==> config.mk <==
export PLATFORM = sky130hd
export DESIGN_NAME = fifo_queue_with_delete_top
export DESIGN_NICKNAME = d
export VERILOG_FILES = /design/src/rtl/core/fqd_pkg.sv /design/src/rtl/core/fqd_cell.sv /design/src/rtl/core/fifo_queue_with_delete_top.sv
export SDC_FILE = /design/constraint.sdc
export NUM_CORES = 1
export LEC_CHECK = 0
export BUFFER_PORTS_ARGS = -buffer_cell sky130_fd_sc_hd__buf_2
export CAP_MARGIN = 0
export CORE_MARGIN = 10
export CORE_UTILIZATION = 60
export CTS_BUF_LIST = sky130_fd_sc_hd__clkbuf_4
export DETAILED_ROUTE_END_ITERATION = 8
export PLACE_DENSITY = 0.75
export SETUP_SLACK_MARGIN = 0.2
export SYNTH_ARGS = -nofsm -noshare
export SYNTH_HDL_FRONTEND = slang
export SYNTH_SLANG_ARGS = --single-unit
==> constraint.sdc <==
create_clock -name aclk -period 8.9 [get_ports aclk]
set_clock_uncertainty 0.05 [all_clocks]
set_input_delay 1.78 -clock aclk [delete_from_list [all_inputs] [get_ports aclk]]
set_output_delay 1.78 -clock aclk [all_outputs]
set_load 0.01 [all_outputs]
==> src/rtl/core/fqd_pkg.sv <==
// ---------------------------------------------------------------------------
// fqd_pkg: shared types and constants for the queue with delete
// Command and status codes, transaction payloads and the per-cell control
// bundle used by the cell row of fifo_queue_with_delete_top.
// ---------------------------------------------------------------------------
package fqd_pkg;

    // queue geometry
    localparam int DEPTH   = 16;
    localparam int CNT_W   = $clog2(DEPTH + 1);
    localparam int DATA_W  = 32;
    localparam int CMD_W   = 2;
    localparam int STAT_W  = 2;
    localparam int OCC_W   = 5;

    // command codes
    localparam logic [CMD_W-1:0] CMD_PUT = 2'd0;
    localparam logic [CMD_W-1:0] CMD_GET = 2'd1;
    localparam logic [CMD_W-1:0] CMD_DEL = 2'd2;

    // status codes
    localparam logic [STAT_W-1:0] ST_OK       = 2'd0;
    localparam logic [STAT_W-1:0] ST_FULL     = 2'd1;
    localparam logic [STAT_W-1:0] ST_EMPTY    = 2'd2;
    localparam logic [STAT_W-1:0] ST_NOTFOUND = 2'd3;

    // input transaction
    typedef struct packed {
        logic [CMD_W-1:0]         cmd;
        logic signed [DATA_W-1:0] item_value;
    } fqd_in_t;

    // result transaction
    typedef struct packed {
        logic signed [DATA_W-1:0] result_value;
        logic [STAT_W-1:0]        status;
        logic [OCC_W-1:0]         occupancy;
    } fqd_out_t;

    // control broadcast to every cell
    typedef struct packed {
        logic              commit;
        logic              put_en;
        logic              get_en;
        logic              del_en;
        logic [DATA_W-1:0] value;
    } fqd_ctrl_t;

endpackage

==> src/rtl/core/fqd_cell.sv <==
// ---------------------------------------------------------------------------
// fqd_cell: one queue slot
// Holds one entry, compares it against the delete key, passes the
// first-match flag to the younger neighbor and shifts in its younger
// neighbor's entry on get or on delete at or after the match.
// ---------------------------------------------------------------------------
module fqd_cell (
    input  logic                       aclk,
    input  fqd_pkg::fqd_ctrl_t         ctrl,
    input  logic                       occupied,
    input  logic                       wr_sel,
    input  logic                       found_in,
    input  logic [fqd_pkg::DATA_W-1:0] right_data,
    output logic                       found_out,
    output logic [fqd_pkg::DATA_W-1:0] data_out
);

    logic [fqd_pkg::DATA_W-1:0] data_reg;
    logic [fqd_pkg::DATA_W-1:0] data_next;
    logic                       hit;
    logic                       shift;

    // match against the delete key, first match wins down the chain
    assign hit       = ctrl.del_en & occupied & (data_reg == ctrl.value);
    assign found_out = found_in | hit;

    // shift toward the old end on get, or past the deleted entry
    assign shift = ctrl.commit & (ctrl.get_en | (ctrl.del_en & found_out));

    always_comb begin
        data_next = data_reg;
        if (shift) begin
            data_next = right_data;
        end else if (ctrl.commit & ctrl.put_en & wr_sel) begin
            data_next = ctrl.value;
        end
    end

    // payload register, no reset
    always_ff @(posedge aclk) begin
        data_reg <= data_next;
    end

    assign data_out = data_reg;

endmodule

==> src/rtl/core/fifo_queue_with_delete_top.sv <==
// ---------------------------------------------------------------------------
// fifo_queue_with_delete_top: bounded queue with delete by value
// Row of cells, oldest at cell 0. Put appends, get pops the oldest entry,
// delete removes the first matching entry and closes the gap.
//
//   channel | ports                       | payload
//   --------+-----------------------------+---------------------------------
//   input   | s_valid, s_ready, s_data    | cmd, item_value
//   result  | m_valid, m_ready, m_data    | result_value, status, occupancy
//
// The compare chain through the cell row and the shift of every cell settle
// within the accepting cycle. One result per command, held in an output
// register that is loaded when the command is accepted. A new command is
// taken when no result is held or while the held result is taken (m_ready).
// Reset clears the fill count and the output valid; entries need none.
// ---------------------------------------------------------------------------
module fifo_queue_with_delete_top (
    input  logic              aclk,
    input  logic              aresetn,
    input  logic              s_valid,
    output logic              s_ready,
    input  fqd_pkg::fqd_in_t  s_data,
    output logic              m_valid,
    input  logic              m_ready,
    output fqd_pkg::fqd_out_t m_data
);

    logic [fqd_pkg::CNT_W-1:0]  count_reg;
    logic [fqd_pkg::CNT_W-1:0]  count_next;
    logic                       m_valid_reg;
    logic                       m_valid_next;
    fqd_pkg::fqd_out_t          m_data_reg;
    fqd_pkg::fqd_out_t          m_data_next;

    fqd_pkg::fqd_ctrl_t         ctrl;
    logic                       accept;
    logic                       full;
    logic                       empty;
    logic [fqd_pkg::DEPTH-1:0]  found;
    logic [fqd_pkg::DEPTH-1:0]  occupied;
    logic [fqd_pkg::DEPTH-1:0]  wr_sel;
    logic [fqd_pkg::DATA_W-1:0] cell_data [fqd_pkg::DEPTH];
    logic [fqd_pkg::DATA_W-1:0] res_value;
    logic [fqd_pkg::STAT_W-1:0] status;

    // handshake
    assign s_ready = ~m_valid_reg | m_ready;
    assign accept  = s_valid & s_ready;
    assign full    = (count_reg == fqd_pkg::CNT_W'(fqd_pkg::DEPTH));
    assign empty   = (count_reg == '0);

    // cell row
    genvar gi;
    generate
        for (gi = 0; gi < fqd_pkg::DEPTH; gi++) begin : g_cell
            logic                       found_prev;
            logic [fqd_pkg::DATA_W-1:0] right;

            assign occupied[gi] = (fqd_pkg::CNT_W'(gi) < count_reg);
            assign wr_sel[gi]   = (fqd_pkg::CNT_W'(gi) == count_reg);

            if (gi == 0) begin : g_head
                assign found_prev = 1'b0;
            end else begin : g_body
                assign found_prev = found[gi-1];
            end

            if (gi == fqd_pkg::DEPTH - 1) begin : g_tail
                assign right = cell_data[gi];
            end else begin : g_mid
                assign right = cell_data[gi+1];
            end

            fqd_cell u_cell (
                .aclk       (aclk),
                .ctrl       (ctrl),
                .occupied   (occupied[gi]),
                .wr_sel     (wr_sel[gi]),
                .found_in   (found_prev),
                .right_data (right),
                .found_out  (found[gi]),
                .data_out   (cell_data[gi])
            );
        end
    endgenerate

    // command decode to the cell row
    always_comb begin
        ctrl        = '0;
        ctrl.commit = accept;
        ctrl.value  = s_data.item_value;
        unique case (s_data.cmd)
            fqd_pkg::CMD_PUT: begin
                ctrl.put_en = ~full;
            end
            fqd_pkg::CMD_GET: begin
                ctrl.get_en = ~empty;
            end
            fqd_pkg::CMD_DEL: begin
                ctrl.del_en = 1'b1;
            end
            default: begin
                ctrl.put_en = 1'b0;
            end
        endcase
    end

    // result and next fill count
    always_comb begin
        res_value   = '0;
        status      = fqd_pkg::ST_OK;
        count_next  = count_reg;
        unique case (s_data.cmd)
            fqd_pkg::CMD_PUT: begin
                if (full) begin
                    status = fqd_pkg::ST_FULL;
                end else begin
                    count_next  = count_reg + 1'b1;
                end
            end
            fqd_pkg::CMD_GET: begin
                if (empty) begin
                    status = fqd_pkg::ST_EMPTY;
                end else begin
                    res_value   = cell_data[0];
                    count_next  = count_reg - 1'b1;
                end
            end
            fqd_pkg::CMD_DEL: begin
                if (found[fqd_pkg::DEPTH-1]) begin
                    res_value  = s_data.item_value;
                    count_next = count_reg - 1'b1;
                end else begin
                    status = fqd_pkg::ST_NOTFOUND;
                end
            end
            default: begin
                status = fqd_pkg::ST_OK;
            end
        endcase
    end

    // output register
    always_comb begin
        m_valid_next = m_valid_reg;
        m_data_next  = m_data_reg;
        if (accept) begin
            m_valid_next             = 1'b1;
            m_data_next.result_value = res_value;
            m_data_next.status       = status;
            m_data_next.occupancy    = fqd_pkg::OCC_W'(count_next);
        end else if (m_ready) begin
            m_valid_next = 1'b0;
        end
    end

    // control state
    always_ff @(posedge aclk) begin
        if (!aresetn) begin
            count_reg   <= '0;
            m_valid_reg <= 1'b0;
        end else begin
            if (accept) begin
                count_reg <= count_next;
            end
            m_valid_reg <= m_valid_next;
        end
    end

    // result payload
    always_ff @(posedge aclk) begin
        m_data_reg <= m_data_next;
    end

    assign m_valid = m_valid_reg;
    assign m_data  = m_data_reg;

`ifndef SYNTHESIS
    // fill count never exceeds the queue depth
    a_count_bound: assert property (@(posedge aclk) disable iff (!aresetn)
        count_reg <= fqd_pkg::CNT_W'(fqd_pkg::DEPTH))
        else $error("fill count above depth");

    // held result reports the current fill count
    a_occ_match: assert property (@(posedge aclk) disable iff (!aresetn)
        m_valid_reg |-> m_data_reg.occupancy == fqd_pkg::OCC_W'(count_reg))
        else $error("occupancy does not match fill count");

    // put on a full queue leaves the count alone
    a_full_hold: assert property (@(posedge aclk) disable iff (!aresetn)
        accept && s_data.cmd == fqd_pkg::CMD_PUT && full
        |=> count_reg == $past(count_reg))
        else $error("count changed on full put");

    // get on a non-empty queue removes exactly one entry
    a_get_dec: assert property (@(posedge aclk) disable iff (!aresetn)
        accept && s_data.cmd == fqd_pkg::CMD_GET && !empty
        |=> count_reg == $past(count_reg) - 1'b1)
        else $error("get did not remove one entry");

    // a delete that reports ok removes exactly one entry
    a_del_dec: assert property (@(posedge aclk) disable iff (!aresetn)
        accept && s_data.cmd == fqd_pkg::CMD_DEL && found[fqd_pkg::DEPTH-1]
        |=> count_reg == $past(count_reg) - 1'b1 && m_data_reg.status == fqd_pkg::ST_OK)
        else $error("delete did not remove one entry");
`endif

endmodule
# --- After elaboration in Yosys (flattened, before gate mapping) ---
# Index checks and enable logic that the tools add are counted.
totals:
  regBits: 557
  out_inout_bits: 41
classes:
  add_sub_neg: 2
  order_cmp: 16
  n_eq_ne: 34
  n_mux: 46
  n_bitwise: 118
  n_reduce_logical: 19
op_table:
  columns: ["operator", "n"]
  rows:
  - ["$mux W32", 32]
  - ["$eq A32 B32 Y1", 16]
  - ["$and A1 B1 Y1", 82]
  - ["$pmux W32 S2", 1]
  - ["$eq A4 B5 Y1 const A", 8]
  - ["$lt A4 B5 Y1 const A", 8]
  - ["$or A1 B1 Y1", 32]
  - ["$reduce_bool A2 Y1", 16]
  - ["$eq A3 B5 Y1 const A", 4]
  - ["$lt A3 B5 Y1 const A", 4]
  - ["$mux W5", 3]
  - ["$pmux W5 S3", 1]
  - ["$eq A2 B5 Y1 const A", 2]
  - ["$lt A1 B5 Y1 const A", 2]
  - ["$lt A2 B5 Y1 const A", 2]
  - ["$mux W1", 6]
  - ["$pmux W2 S3", 1]
  - ["$add A5 B1 Y5 const B", 1]
  - ["$eq A1 B5 Y1 const A", 1]
  - ["$eq A5 B5 Y1 const B", 1]
  - ["$logic_not A5 Y1", 1]
  - ["$sub A5 B1 Y5 const B", 1]
  - ["$mux W2", 2]
  - ["$not A1 Y1", 4]
  - ["4 further kinds", 4]

# --- Longest topological paths before layout ---
logic_depth:
  ltp_word: 24
  mapped_depth: 14
  ltp_nobuf: 11

# --- Modules after synthesis ---
# From an unflattened synthesis, not the netlist that was laid out.
unflattened:
  cells_unflattened: 4623
  area_unflattened_um2: 42039.1
modules_own_cells:
  columns: ["mod", "instances", "cells_per_inst", "area_each_um2", "seq_area_each_um2"]
  rows:
  - ["fqd_cell", 16, 273, 2463.6, 960.9]
  - ["fifo_queue_with_delete_top", 1, 255, 2621.3, 1291.2]

# --- Least setup slack after synthesis ---
# OpenSTA, ideal clock, no wires.
synth_path:
  kind: "in2reg"
  startpoint: "input s_data[23] in the netlist's numbering"
  endpoint: "register g_cell[15].u_cell.data_reg, in the netlist g_cell[15].u_cell.data_out[0] (enable)"
  setup_ns: 0.502
  arrival_time_ns: 6.796
  required_time_ns: 8.348
  path_slack_ns: 1.552
  path_stages: 12
  n_path_buf: 4
  path_cell_list: "clkbuf_1 > buf_2 > buf_2 > xor2_1 > nand4b_1 > nor3_1 > nand3_1 > nand2_1 > nor4_1 > nand4_1 > clkbuf_1 > nor4_1"
synth_via:
  elab_chain_len: 22
  word_cells_on_any_way: 52
  classes_between: "eq/ne: 16; bitwise: 35; reduce/logical: 1"
synth_lines:
  columns: ["item", "line", "source"]
  rows:
  - ["from (decl)", "fifo_queue_with_delete_top.sv:22", "input fqd_pkg::fqd_in_t s_data,"]
  - ["$eq A32 B32 Y1", "fqd_cell.sv:24", "assign hit = ctrl.del_en & occupied & (data_reg == ctrl.value);"]
  - ["$and A1 B1 Y1", "fqd_cell.sv:24", null]
  - ["$or A1 B1 Y1 (14 in a row)", "fqd_cell.sv:25", "assign found_out = found_in | hit;"]
  - ["$or A1 B1 Y1 (*)", "fqd_cell.sv:25", null]
  - ["$and A1 B1 Y1 (*)", "fqd_cell.sv:28", "assign shift = ctrl.commit & (ctrl.get_en | (ctrl.del_en & found_out));"]
  - ["$or A1 B1 Y1 (*)", "fqd_cell.sv:28", null]
  - ["$and A1 B1 Y1 (*)", "fqd_cell.sv:28", null]
  - ["$not A1 Y1 (no source line) (*)", null, null]
  - ["$reduce_and A2 Y1 (no source line) (*)", null, null]
  - ["to (signal assigned)", "fqd_cell.sv:41", "data_reg <= data_next;"]
  - ["to (decl)", "fqd_cell.sv:18", "logic [fqd_pkg::DATA_W-1:0] data_reg;"]
# Mark *: on every way between the ends. The rest lies on a longest branch, timed or not.
# A chain may end at the register's enable or synchronous reset.

# --- Worst setup path in the final report ---
layout_path:
  startpoint: "input s_data[0] in the netlist's numbering"
  endpoint: "register g_cell[14].u_cell.data_reg, in the netlist g_cell[14].u_cell.data_out[15] (enable)"
layout_via:
  elab_chain_len: 20
  word_cells_on_any_way: 48
  classes_between: "eq/ne: 15; bitwise: 32; reduce/logical: 1"
layout_lines:
  columns: ["item", "line"]
  rows:
  - ["$eq A32 B32 Y1", "fqd_cell.sv:24"]
  - ["$and A1 B1 Y1", "fqd_cell.sv:24"]
  - ["$or A1 B1 Y1 (13 in a row)", "fqd_cell.sv:25"]
  - ["$or A1 B1 Y1 (*)", "fqd_cell.sv:25"]
  - ["$and A1 B1 Y1 (*)", "fqd_cell.sv:28"]
  - ["$or A1 B1 Y1 (*)", "fqd_cell.sv:28"]
  - ["$and A1 B1 Y1 (*)", "fqd_cell.sv:28"]
  - ["$reduce_bool A2 Y1 (no source line) (*)", null]
  - ["to (signal assigned)", "fqd_cell.sv:41"]
  - ["to (decl)", "fqd_cell.sv:18"]
# Marks and branches as above.

==> flow_metrics.py <==
metrics = {
    "status": {
        "status": "finished clean",
    },
    "worst_setup_path": {
        "r2r_start": "count_reg[4]$_SDFFE_PN0P_",
        "setup.worst_path.end_class": "register",
        "cp_common_cell": "nand4_1",
        "max_stage_delay_ps": 940,
        "criticalPathCategory": "input port to register",
        "startpoint_type": "input port",
        "r2r-end": "g_cell[14].u_cell.data_out[15]$_DFFE_PP_",
        "slowest_stage": "a21oi_4",
        "crit_chain": "buf_2 -> buf_4 -> xnor2_1 -> nand4_1 -> nor4_1 -> nand4_1 -> nand4_1 -> nor2_2 -> and2_1 -> a21oi_4 -> o21bai_2 -> buf_4",
        "worst-r2r-cell-count": 10,
        "crit_required_ps": 9550,
        "arrival_ps": 6320,
        "crit_buf_inv": 3,
        "ff2ff_setup_slack_ps": 3780,
        "path_delay_family": "simple AND/OR/NAND/NOR gates",
        "crit_fanout": 33,
    },
    "global_routing": {
        "grt_pass1_vias": 21800,
        "grt_pass1_wl_mm": 144,
        "grtUsageTotal": 0.309,
        "grt_antenna_before_repair": 4,
        "overflow": 0,
        "grt_max_degree": 37,
    },
    "final_layout": {
        "largest_register_ffs": 512,
        "utilization": 0.657,
        "area.growth.synth_to_final_pct": 8.81,
        "nets": 2549,
        "drive_gt1_frac": 0.326,
    },
    "floorplan": {
        "die_y_um": 249,
        "rows": 84,
        "core_area_sq_um": 52300,
        "dieArea_sq_um": 62200,
        "fp.dieW_um": 249,
        "initial_core_util": 0.603,
        "ios": 79,
    },
    "route": {
        "detail_route.vias_per_cell": 6.60,
        "wl_per_cell_um": 29.8,
        "drcViolationCount": 0,
        "postRouteAntennaNets": 0,
        "drt_iter0_drc": 2663,
        "routed_wl_mm": 98.2,
        "dr.pass1.iters": 6,
        "vias": 21800,
    },
    "sta": {
        "finalSetupViolCount": 0,
        "hold_violations": 0,
        "relSlewSlack": 0.199,
        "fmax_mhz": 176,
        "period_share": 0.637,
        "finalSetupTns_ps": 0,
        "min_period_ps": 5670,
        "rsz0062_at_grt": "false",
        "hold-worst-slack_ps": 489,
        "tightest_slew_ps": 1200,
        "slew_violations": 0,
    },
    "clocking": {
        "cts_buffers": 151,
        "cts_root_buf": "clkbuf_4",
        "cts.path.max_buffers": 3,
        "clock-sinks": 557,
        "path_clk_slew_ps": 60,
        "hold_buffers": 0,
        "cts_tree": "yes",
        "cts_setup_buffers": 0,
        "clk-insertion-delay-late_ps": 1090,
        "h-tree-depth": 4,
        "cts_resized": 0,
    },
    "logic_synthesis": {
        "synth_top_area_share": 0.524,
        "seq_area_frac_synth": 0.528,
        "syn-num-nets": 2451,
        "syn-cell-area_sq_um": 31600,
        "synth_top_area_cell": "edfxtp_1",
        "synthArstFlopShare": 0,
        "synthCells": 2404,
        "synth.most_common_cell": "edfxtp_1",
        "yosysUniqueCellTypes": 69,
        "synth_common_cells": "551 x edfxtp_1, 408 x mux2_2, 346 x xnor2_1",
        "yosys-top-cells-area": "edfxtp_1 52%, mux2_2 15%, xnor2_1 9.6%, xor2_1 4.4%, nand4_1 2.9%",
        "synth-seq-cells": 557,
        "syn_area_per_cell_sq_um": 13.1,
        "ys_warn_count": 0,
        "synth_edf_count": 551,
        "synth_ff_type": "edfxtp_1",
    },
    "power_and_ir_drop": {
        "vdd_drop_max_mv": 0.124,
        "powerDensity_nw_per_um2": 175,
        "cellLeakagePower_nw": 11.2,
    },
    "flow_run": {
        "max_cap_viol_count": 0,
    },
    "worst_hold_path": {
        "whs_path_depth": 2,
        "hold_path.class": "register to register",
        "min_to": "m_valid$_SDFFE_PN0P_",
        "hp-start": "m_valid$_SDFFE_PN0P_",
    },
    "placement": {
        "dp_hpwl_mm": 68.9,
        "portBuffers": 78,
        "routabilityCongestion": 1.01,
    },
}
==> per-layer routing <==
| metal | routed length [um] | share of wire | vias to the layer above | global-route usage |
|---|---|---|---|---|
| li1 | - | - | 9266 | - |
| met1 | 39600 | 0.40 | 10900 | 0.408 |
| met2 | 45600 | 0.46 | 1349 | 0.481 |
| met3 | 9900 | 0.10 | 259 | 0.0861 |
| met4 | 3120 | 0.032 | 4 | 0.112 |
| met5 | 30 | 0.00031 | - | 0 |
==> layout make-up <==
cell class | instances | area [sq um]
diodes | 7 | 17.5
repair buffers | 144 | 911
multi-input cells | 1633 | 14000
clock buffers | 219 | 1640
well taps | 688 | 861
flip-flops and latches | 557 | 16700
clock inverters | 32 | 246
inverters | 15 | 56.3
fillers | 4014 | 18000
==> worst reg2reg max path, cell delays in order, from the launching register on <==
cell	delay [ps]
dfxtp_1	760
or2_4	320
o41ai_2	100
or4_1	600
or4_1	610
nand4_1	230
nor2_2	150
and2_1	280
a21oi_4	950
o21bai_2	290
buf_4	420
==> power by group <==
group | internal [W] | leakage (nW) | total (W) | switching, W
registers | 0.00295 | 5.06 | 0.00299 | 0.0000375
clock network | 0.00124 | 1.12 | 0.00236 | 0.00112
logic | 0.000259 | 5.00 | 0.000673 | 0.000413
total | 0.00445 | 11.2 | 0.00602 | 0.00158
==> per-stage QoR <==
step	total power, W	instances	cell area [sq um]	setup WS [ps]
finish	0.00602	3295	34400	3230
global route	0.00623	3293	34400	3190
CTS	0.00602	3288	34400	3460
detailed placement	0.00369	3037	32500	2380
global placement	0.00369	3037	32500	2480
floorplan	0.00349	2404	31600	1550
==> logic make-up after synthesis <==
group                      Yosys count  synth area share
buffers and inverters              214            0.0330
xor gates and xnor gates           506             0.140
adders and majority gates            9           0.00357
muxes                              468             0.170
and+or+nand+nor                    529            0.0978
DFF                                557             0.528
AOI/OAI and AO/OA                  121            0.0274
==> layout by cell type (no fill, tap or decap), drive strengths merged, types with 29 or more instances in the layout <==
master    n
nor4     75
nor2     40
nor3     29
nand2    77
buf     144
a22oi    32
nor2b    39
nand3    30
mux2    468
clkbuf  219
xnor2   346
edfxtp  551
xor2    160
nand4   144
==> worst max path at each step <==
stage / from / depth (start not counted) / slack, ps / end
final: s_data[0] / 12 / 3230 / g_cell[14].u_cell.data_out[15]$_DFFE_PP_
after global routing: s_data[0] / 12 / 3190 / g_cell[13].u_cell.data_out[17]$_DFFE_PP_
after CTS: s_data[32] / 13 / 3460 / g_cell[14].u_cell.data_out[8]$_DFFE_PP_
after detailed placement: s_data[32] / 13 / 2380 / g_cell[14].u_cell.data_out[15]$_DFFE_PP_
after global placement: s_data[32] / 13 / 2480 / g_cell[14].u_cell.data_out[19]$_DFFE_PP_
after floorplan: s_data[23] / 12 / 1550 / g_cell[15].u_cell.data_out[0]$_DFFE_PP_
Power figures use the tool's default switching activity.
